## src/hdl/sgr_pkg.sv

```systemverilog
// Shared types, constants and code table for the SGR attribute change encoder.
`default_nettype none

package sgr_pkg;

   localparam int ATTR_W  = 13;
   localparam int BYTE_W  = 8;
   localparam int COLOR_W = 3;

   localparam logic [ATTR_W-1:0] VISIBLE_MASK = 13'h1BFF;  // all but the ignored bit
   localparam logic [ATTR_W-1:0] FLAG_MASK    = 13'h1B88;  // bold, blink, ul, inverse, half, invis
   localparam logic [ATTR_W-1:0] IGNORED_BIT  = 13'h0400;
   localparam logic [ATTR_W-1:0] DEFAULT_ATTR = 13'h0007;

   localparam logic [BYTE_W-1:0] BYTE_ESC  = 8'h1B;
   localparam logic [BYTE_W-1:0] BYTE_LBR  = 8'h5B;  // '['
   localparam logic [BYTE_W-1:0] BYTE_SEMI = 8'h3B;  // ';'
   localparam logic [BYTE_W-1:0] BYTE_END  = 8'h6D;  // 'm'
   localparam logic [BYTE_W-1:0] BYTE_ZERO = 8'h30;  // '0'

   // SGR codes in emission order; a descriptor carries one mask bit per code
   localparam int NUM_CODES = 9;

   typedef enum logic [3:0] {
      CODE_RESET = 4'd0,
      CODE_INVIS = 4'd1,
      CODE_HALF  = 4'd2,
      CODE_INV   = 4'd3,
      CODE_UL    = 4'd4,
      CODE_BLINK = 4'd5,
      CODE_BOLD  = 4'd6,
      CODE_FG    = 4'd7,
      CODE_BG    = 4'd8
   } code_type;

   typedef struct packed {
      logic [ATTR_W-1:0] old_attr;
      logic [ATTR_W-1:0] new_attr;
   } req_item_type;

   typedef struct packed {
      logic [BYTE_W-1:0] out_byte;
      logic              last_byte;
   } rsp_item_type;

   // one queued escape sequence: which codes to emit and the color digits
   typedef struct packed {
      logic [NUM_CODES-1:0] mask;
      logic [COLOR_W-1:0]   fg;
      logic [COLOR_W-1:0]   bg;
   } desc_type;

   typedef struct packed {
      logic valid;
      logic full;
   } queue_status_type;

   // leading character of each code
   function automatic logic [BYTE_W-1:0] code_char(input code_type code);
      logic [BYTE_W-1:0] ch;
      unique case (code)
         CODE_RESET: ch = 8'h30;  // '0'
         CODE_INVIS: ch = 8'h38;  // '8'
         CODE_HALF:  ch = 8'h32;  // '2'
         CODE_INV:   ch = 8'h37;  // '7'
         CODE_UL:    ch = 8'h34;  // '4'
         CODE_BLINK: ch = 8'h35;  // '5'
         CODE_BOLD:  ch = 8'h31;  // '1'
         CODE_FG:    ch = 8'h33;  // '3'
         CODE_BG:    ch = 8'h34;  // '4'
         default:    ch = 8'h30;
      endcase
      return ch;
   endfunction

endpackage

`default_nettype wire

```

## src/hdl/sgr_front.sv

```systemverilog
// Front end: classifies an attribute change into a sequence descriptor.
`default_nettype none

module sgr_front (
   input  var sgr_pkg::req_item_type item,
   output logic                      visible,
   output sgr_pkg::desc_type         desc
);

   logic [sgr_pkg::ATTR_W-1:0] diff;
   logic [sgr_pkg::ATTR_W-1:0] prev_eff;
   logic [sgr_pkg::ATTR_W-1:0] set_bits;
   logic [sgr_pkg::ATTR_W-1:0] eff_diff;
   logic                       cleared;
   logic                       to_default;

   always_comb begin
      diff       = item.old_attr ^ item.new_attr;
      visible    = |(diff & sgr_pkg::VISIBLE_MASK);
      to_default = (item.new_attr & ~sgr_pkg::IGNORED_BIT) == sgr_pkg::DEFAULT_ATTR;
      cleared    = |(item.old_attr & ~item.new_attr & sgr_pkg::FLAG_MASK);
      // after a reset code the terminal sits at the default attributes
      prev_eff   = cleared ? sgr_pkg::DEFAULT_ATTR : item.old_attr;
      set_bits   = item.new_attr & ~prev_eff;
      eff_diff   = prev_eff ^ item.new_attr;

      desc.mask                       = '0;
      desc.mask[sgr_pkg::CODE_RESET]  = cleared;
      desc.mask[sgr_pkg::CODE_INVIS]  = set_bits[12];
      desc.mask[sgr_pkg::CODE_HALF]   = set_bits[11];
      desc.mask[sgr_pkg::CODE_INV]    = set_bits[9];
      desc.mask[sgr_pkg::CODE_UL]     = set_bits[8];
      desc.mask[sgr_pkg::CODE_BLINK]  = set_bits[7];
      desc.mask[sgr_pkg::CODE_BOLD]   = set_bits[3];
      desc.mask[sgr_pkg::CODE_FG]     = |eff_diff[2:0];
      desc.mask[sgr_pkg::CODE_BG]     = |eff_diff[6:4];
      // default target: bare ESC [ m
      if (to_default) begin
         desc.mask = '0;
      end
      desc.fg = item.new_attr[2:0];
      desc.bg = item.new_attr[6:4];
   end

endmodule

`default_nettype wire

```

## src/hdl/sgr_queue.sv

```systemverilog
// Descriptor queue between the front end and the byte sequencer.
`default_nettype none

module sgr_queue #(
   parameter int DEPTH = 2
) (
   input  logic                       clock,
   input  logic                       reset,
   input  logic                       push,
   input  var sgr_pkg::desc_type      wr_desc,
   input  logic                       pop,
   output sgr_pkg::desc_type          rd_desc,
   output sgr_pkg::queue_status_type  status
);

   localparam int PTR_W = (DEPTH > 1) ? $clog2(DEPTH) : 1;
   localparam int CNT_W = $clog2(DEPTH + 1);

   sgr_pkg::desc_type entry_ff [DEPTH];

   logic [PTR_W-1:0] wr_ptr_ff, wr_ptr_in;
   logic [PTR_W-1:0] rd_ptr_ff, rd_ptr_in;
   logic [CNT_W-1:0] count_ff, count_in;
   logic             do_push, do_pop;

   assign status.valid = count_ff != '0;
   assign status.full  = count_ff == CNT_W'(DEPTH);
   assign rd_desc      = entry_ff[rd_ptr_ff];
   assign do_push      = push && !status.full;
   assign do_pop       = pop && status.valid;

   always_comb begin
      wr_ptr_in = wr_ptr_ff;
      rd_ptr_in = rd_ptr_ff;
      count_in  = count_ff;
      if (do_push) begin
         wr_ptr_in = (wr_ptr_ff == PTR_W'(DEPTH - 1)) ? '0 : wr_ptr_ff + 1'b1;
      end
      if (do_pop) begin
         rd_ptr_in = (rd_ptr_ff == PTR_W'(DEPTH - 1)) ? '0 : rd_ptr_ff + 1'b1;
      end
      if (do_push && !do_pop) begin
         count_in = count_ff + 1'b1;
      end else if (do_pop && !do_push) begin
         count_in = count_ff - 1'b1;
      end
   end

   always_ff @(posedge clock) begin
      if (reset) begin
         wr_ptr_ff <= '0;
         rd_ptr_ff <= '0;
         count_ff  <= '0;
      end else begin
         wr_ptr_ff <= wr_ptr_in;
         rd_ptr_ff <= rd_ptr_in;
         count_ff  <= count_in;
      end
   end

   always_ff @(posedge clock) begin
      if (do_push) begin
         entry_ff[wr_ptr_ff] <= wr_desc;
      end
   end

endmodule

`default_nettype wire

```

## src/hdl/sgr_back.sv

```systemverilog
// Back end: walks a descriptor and emits one escape byte per cycle.
`default_nettype none

module sgr_back (
   input  logic                       clock,
   input  logic                       reset,
   input  var sgr_pkg::queue_status_type q_status,
   input  var sgr_pkg::desc_type      q_desc,
   output logic                       q_pop,
   output logic                       rsp_strobe,
   output sgr_pkg::rsp_item_type      rsp_data
);

   typedef enum logic [5:0] {
      ST_IDLE  = 6'b000001,
      ST_ESC   = 6'b000010,
      ST_LBR   = 6'b000100,
      ST_CODE  = 6'b001000,
      ST_DIGIT = 6'b010000,
      ST_SEP   = 6'b100000
   } state_type;

   state_type                        state_ff, state_in;
   logic [sgr_pkg::NUM_CODES-1:0]    mask_ff, mask_in;
   logic [sgr_pkg::COLOR_W-1:0]      fg_ff, fg_in;
   logic [sgr_pkg::COLOR_W-1:0]      bg_ff, bg_in;
   logic                             strobe_ff, strobe_in;
   sgr_pkg::rsp_item_type            rsp_ff, rsp_in;
   sgr_pkg::code_type                cur;
   logic [sgr_pkg::NUM_CODES-1:0]    rest;
   logic                             done;
   logic                             is_color;

   assign rsp_strobe = strobe_ff;
   assign rsp_data   = rsp_ff;

   always_comb begin
      // lowest pending code goes first
      cur = sgr_pkg::CODE_RESET;
      for (int i = sgr_pkg::NUM_CODES - 1; i >= 0; i--) begin
         if (mask_ff[i]) begin
            cur = sgr_pkg::code_type'(4'(i));
         end
      end
      rest     = mask_ff & (mask_ff - 1'b1);
      is_color = (cur == sgr_pkg::CODE_FG) || (cur == sgr_pkg::CODE_BG);
   end

   always_comb begin
      state_in           = state_ff;
      mask_in            = mask_ff;
      fg_in              = fg_ff;
      bg_in              = bg_ff;
      strobe_in          = 1'b0;
      rsp_in.out_byte    = sgr_pkg::BYTE_ESC;
      rsp_in.last_byte   = 1'b0;
      done               = 1'b0;
      q_pop              = 1'b0;

      unique case (state_ff)
         ST_IDLE: begin
         end
         ST_ESC: begin
            strobe_in       = 1'b1;
            rsp_in.out_byte = sgr_pkg::BYTE_ESC;
            state_in        = ST_LBR;
         end
         ST_LBR: begin
            strobe_in       = 1'b1;
            rsp_in.out_byte = sgr_pkg::BYTE_LBR;
            state_in        = (mask_ff != '0) ? ST_CODE : ST_SEP;
         end
         ST_CODE: begin
            strobe_in       = 1'b1;
            rsp_in.out_byte = sgr_pkg::code_char(cur);
            state_in        = is_color ? ST_DIGIT : ST_SEP;
         end
         ST_DIGIT: begin
            strobe_in       = 1'b1;
            rsp_in.out_byte = sgr_pkg::BYTE_ZERO + {5'b0,
                              (cur == sgr_pkg::CODE_FG) ? fg_ff : bg_ff};
            state_in        = ST_SEP;
         end
         ST_SEP: begin
            strobe_in = 1'b1;
            mask_in   = rest;
            if (rest == '0) begin
               rsp_in.out_byte  = sgr_pkg::BYTE_END;
               rsp_in.last_byte = 1'b1;
               done             = 1'b1;
               state_in         = ST_IDLE;
            end else begin
               rsp_in.out_byte = sgr_pkg::BYTE_SEMI;
               state_in        = ST_CODE;
            end
         end
         default: begin
            state_in = ST_IDLE;
         end
      endcase

      // take the next descriptor while idle or as the current sequence finishes
      if (((state_ff == ST_IDLE) || done) && q_status.valid) begin
         q_pop    = 1'b1;
         mask_in  = q_desc.mask;
         fg_in    = q_desc.fg;
         bg_in    = q_desc.bg;
         state_in = ST_ESC;
      end
   end

   always_ff @(posedge clock) begin
      if (reset) begin
         state_ff  <= ST_IDLE;
         strobe_ff <= 1'b0;
      end else begin
         state_ff  <= state_in;
         strobe_ff <= strobe_in;
      end
   end

   always_ff @(posedge clock) begin
      mask_ff <= mask_in;
      fg_ff   <= fg_in;
      bg_ff   <= bg_in;
      rsp_ff  <= rsp_in;
   end

endmodule

`default_nettype wire

```

## src/hdl/sgr_attribute_change_encoder_core.sv

```systemverilog
// Top level of the SGR attribute change encoder: front end, queue, byte sequencer.
//
//   channel   ports                          direction  handshake
//   request   start, busy, req_data          in         start && !busy
//   response  rsp_strobe, rsp_data           out        strobe, one cycle, no stall
//
// A request is classified in the cycle it is accepted and, if any visible
// attribute changes, its descriptor enters the queue; unchanged requests drop.
// The sequencer emits one byte per cycle, 3 to 20 bytes per sequence, and
// starts the next queued sequence in the cycle after the previous last byte,
// so a steady stream leaves no gap between sequences at the output register.
// busy is high only while the queue is full; the response side never stalls.
// Reset (synchronous, active high) empties the queue and idles the sequencer;
// a taken request reaches the output through the queue, the sequencer state and the output register.
`default_nettype none

module sgr_attribute_change_encoder_core #(
   parameter int QUEUE_DEPTH = 2
) (
   input  logic                       clock,
   input  logic                       reset,
   input  logic                       start,
   output logic                       busy,
   input  var sgr_pkg::req_item_type  req_data,
   output logic                       rsp_strobe,
   output sgr_pkg::rsp_item_type      rsp_data
);

   logic                       visible;
   logic                       accept;
   logic                       q_pop;
   sgr_pkg::desc_type          front_desc;
   sgr_pkg::desc_type          q_desc;
   sgr_pkg::queue_status_type  q_status;

   // hold off new words only when the queue has no room
   assign busy   = q_status.full;
   assign accept = start && !busy;

   sgr_front u_front (
      .item    (req_data),
      .visible (visible),
      .desc    (front_desc)
   );

   // drop words with no visible change: they yield no bytes
   sgr_queue #(
      .DEPTH (QUEUE_DEPTH)
   ) u_queue (
      .clock   (clock),
      .reset   (reset),
      .push    (accept && visible),
      .wr_desc (front_desc),
      .pop     (q_pop),
      .rd_desc (q_desc),
      .status  (q_status)
   );

   sgr_back u_back (
      .clock      (clock),
      .reset      (reset),
      .q_status   (q_status),
      .q_desc     (q_desc),
      .q_pop      (q_pop),
      .rsp_strobe (rsp_strobe),
      .rsp_data   (rsp_data)
   );

   // every sequence ends in 'm'
   a_last_is_end: assert property (@(posedge clock) disable iff (reset)
      rsp_strobe && rsp_data.last_byte |-> rsp_data.out_byte == sgr_pkg::BYTE_END)
      else $error("final byte of a sequence is not m");

   // ESC is always followed at once by '['
   a_esc_then_lbr: assert property (@(posedge clock) disable iff (reset)
      rsp_strobe && !rsp_data.last_byte && rsp_data.out_byte == sgr_pkg::BYTE_ESC
      |=> rsp_strobe && rsp_data.out_byte == sgr_pkg::BYTE_LBR)
      else $error("ESC not followed by [");

   // after a last byte comes either silence or the ESC of the next sequence
   a_no_orphan_byte: assert property (@(posedge clock) disable iff (reset)
      rsp_strobe && rsp_data.last_byte
      |=> !rsp_strobe || rsp_data.out_byte == sgr_pkg::BYTE_ESC)
      else $error("byte after a last byte does not start a new sequence");

endmodule

`default_nettype wire

```

## config.mk

```make
export PLATFORM = sky130hd
export DESIGN_NAME = sgr_attribute_change_encoder_core
export DESIGN_NICKNAME = d
export VERILOG_FILES = /design/src/hdl/sgr_pkg.sv /design/src/hdl/sgr_front.sv /design/src/hdl/sgr_queue.sv /design/src/hdl/sgr_back.sv /design/src/hdl/sgr_attribute_change_encoder_core.sv
export SDC_FILE = /design/constraint.sdc
export NUM_CORES = 1
export LEC_CHECK = 0
export BUFFER_PORTS_ARGS = -buffer_cell sky130_fd_sc_hd__buf_2
export CORE_AREA = 2 2 86 88
export DETAILED_ROUTE_END_ITERATION = 8
export DIE_AREA = 0 0 88 90
export GPL_TIMING_DRIVEN = 1
export HOLD_SLACK_MARGIN = 0.08
export PLACE_DENSITY_LB_ADDON = 0.2
export SKIP_CTS_REPAIR_TIMING = 1
export SYNTH_ARGS = -nofsm -noshare
export SYNTH_HDL_FRONTEND = slang
export SYNTH_SLANG_ARGS = --single-unit
```

## constraint.sdc

```tcl
create_clock -name clock -period 3.5 [get_ports clock]
set_input_delay 0.175 -clock clock [delete_from_list [all_inputs] [get_ports clock]]
set_output_delay 0.175 -clock clock [all_outputs]
set_load 0.03 [all_outputs]
```

==> results.toml <==
[run_status]
run_status = "finished clean"

[global_routing]
wire_length_of_the_first_global_routing_pass_um = 9330
global_route.usage.total_pct = 15.2
first_global_vias = 2040
overflow = 0
grt_max_degree = 20
grt_antenna_before_repair = 0

[cts]
htreeDepth = 3
clk_pin_slew_ps = 70
worst_skew_pair.late_latency_ps = 340
clock_path_buffers = 2
clkSinkCount = 65
cts_tree = "built"
cts-buffers-inserted = 9
cts_root_buffer = "clkbuf_8"

[layout]
layout.cells.most_common_list = "edfxtp_1, buf_2, nor2_1"
sequential_cell_area_sq_um = 1750
mostFrequentLayoutCell = "edfxtp_1"
post-route-util_pct = 50.3
layout.cell_area.non_filler_sq_um = 3530
finalNetCount = 350
area_overhead_vs_synth_pct = 14.9
final_layout_size_suffix_gt1_share_pct = 19.1
fillerInstances = 650
area_taken_by_multi_input_logic_gates_sq_um = 1190
final-instance-count-excl-fill = 418
antennaDiodeCount = 0

[floorplan]
floorplan.rows = 31
floorplan_die_width_um = 88
initial_utilization_pct = 43.8
die-area_sq_um = 7920
ioPinCount = 40
die_height_um = 90
floorplan.core_area_sq_um = 7020

[logic_synthesis]
postSynthNetCount = 310
synth_seq_cells = 65
postSynth.asyncResetShare_pct = 0
yosysSeqAreaShare_pct = 56.9
syn_inst = 274
synth.cell_area_sq_um = 3080
post_synth_num_cell_types = 55
ys_warn_count = 0
synth_enable_flop_cells = 45
ys.flop_type = "edfxtp_1"
post_synthesis_average_cell_area_sq_um = 11.2

[placement]
placedCellCount = 398
place.gp.congestion = 0.819
dp_slack_ps = 666
dp.final_hpwl_um = 4120
placedInstanceArea_sq_um = 3320
portBuffers = 36

[sta]
tightestPinTransition_ps = 838
maxSlewViolCount = 0
achievable-frequency_mhz = 347
hold_violations = 0
worst_hold_slack_ps = 85.9
setup_violations = 0
rsz0062_at_grt = "false"
fin_crit_ps = 2890
period_share_pct = 82.4
finalClockSkew_ps = 9.28
relSlewSlack_pct = 44.1
totalNegativeSetupSlack_ps = 0
finalWorstSetupSlack_ps = 614

[drt]
drcViolationCount = 0
dr.pass1.iters = 4
post_detailed_route_via_to_cell_ratio = 5.19
drt_wl_total_um = 5780
avgRoutedWirePerCell_um = 13.8
drt_first_iter_violations = 86
routed-via-count = 2170
route.antenna.remaining_nets = 0

[power_and_ir_drop]
worst_ir_drop_vdd_uv = 253
total_leakage_power_nw = 1.33
overall_power_consumption_mw = 2.52
power_density_normalized_to_cell_area_nw_per_um2 = 713

[critical_path]
worst_ep_arrival_time_ps = 3150
reg2regPathDepth = 7
worstSetupStartpointType = "flop"
r2r_setup_slack_ps = 610
worstPathMaxFanout = 9
worstSetupEndpoint = "u_queue.count_ff[1]"
regToRegStartpoint = "u_back.mask_ff[0]"
crit_path_end_kind = "flop"
timing.critical_path.from = "u_back.mask_ff[0]"
worstReg2RegEnd = "u_queue.count_ff[1]"
critPathRequiredTime_ps = 3770
timing_worst_setup_path_type = "reg2reg"

[worst_hold_path]
hp_class = "in2reg"

[job]
max_cap_violations = 0
-- cells in the mapped netlist, drive strengths merged (2+ instances only) --
cell type  count  area share (%)
o21a           2            0.49
a21oi         19             3.1
nor2          27             3.3
buf            7             1.8
nand3          5            0.81
xor2           4             1.1
o221ai         2            0.57
nand3b         4            0.98
nand4          3            0.61
clkbuf         6            0.73
and2           2            0.41
dfxtp         20              13
nor4b          2            0.57
ha             7             2.8
mux2           9             3.3
nor2b          7             1.4
a21o           2            0.49
mux2i          6             2.0
o211ai         2            0.49
nor4           5             1.0
edfxtp        45              44
o31ai          2            0.49
nand2         12             1.5
maj3           2            0.65
nor3           6            0.98
a211oi         6             1.5
nand2b         2            0.41
or4            2            0.49
o21ai         15             2.4
inv           13             1.6
or3            2            0.41
xnor2          4             1.1
or2            2            0.41
a31o           2            0.57
-- sequential cells by signal, summed over array words and instances (netlist names), named ones only --
| register | count |
|---|---|
| u_back.bg_ff | 3 |
| u_back.fg_ff | 3 |
| u_back.mask_ff | 9 |
| u_back.rsp_data | 8 |
| u_back.rsp_strobe | 1 |
| u_back.state_ff | 6 |
| u_queue.count_ff | 2 |
| u_queue.entry_ff | 30 |
| u_queue.rd_ptr_ff | 1 |
| u_queue.wr_ptr_ff | 1 |
-- worst min path at each step --
stage	slack, ps	cells after the start	from	endpoint
finish	90	1	req_data[4]	u_queue.entry_ff[0][0]
global route	90	1	req_data[4]	u_queue.entry_ff[0][0]
CTS	60	1	req_data[5]	u_queue.entry_ff[1][1]
detailed placement	410	1	req_data[5]	u_queue.entry_ff[1][1]
global placement	410	1	req_data[5]	u_queue.entry_ff[0][1]
floorplan	270	0	req_data[4]	u_queue.entry_ff[0][0]
-- report_power, final --
group          leakage, nW  internal [mW]  switching, mW
Sequential           0.578           1.07          0.165
Clock               0.0879          0.317          0.268
Combinational        0.664          0.288          0.406
-- critical path: stages (launching register included) --
cell and delay [ps]:
edfxtp_1 500, or4_1 680, o32ai_1 450, nand3_1 130, o21a_1 220, ha_1 340
or3_1 380, a21oi_1 130
-- cells by family (layout without fill, tap and decap cells) --
kind of cell | after synthesis | in the layout | share of synthesized area (%)
AND/OR/NAND/NOR | 85 | 85 | 14.3
flip-flops | 65 | 65 | 56.9
AO/OA/AOI/OAI | 64 | 64 | 13.4
buffers and inverters | 27 | 72 | 4.27
multiplexers | 15 | 15 | 5.25
adder cells (fa/ha/maj) | 9 | 9 | 3.50
XOR/XNOR | 8 | 8 | 2.28
other | 1 | 1 | 0.122
-- metal layers --
layer	part of all wire (%)	vias up	global-route usage, %
li1	-	1106	-
met1	47	1012	19.6
met2	48	45	24.2
met3	3.1	7	3.31
met4	1.4	0	6.92
met5	0	-	0
-- final cells by class --
class / count / area share [%]
sequential: 65 / 49.6
multi-input combinational: 182 / 33.8
timing repair buffer: 42 / 6.65
clock buffer: 10 / 3.61
tap: 99 / 3.50
inverter: 14 / 1.52
clock inverter: 6 / 1.38
(Power assumes the default switching activity.)
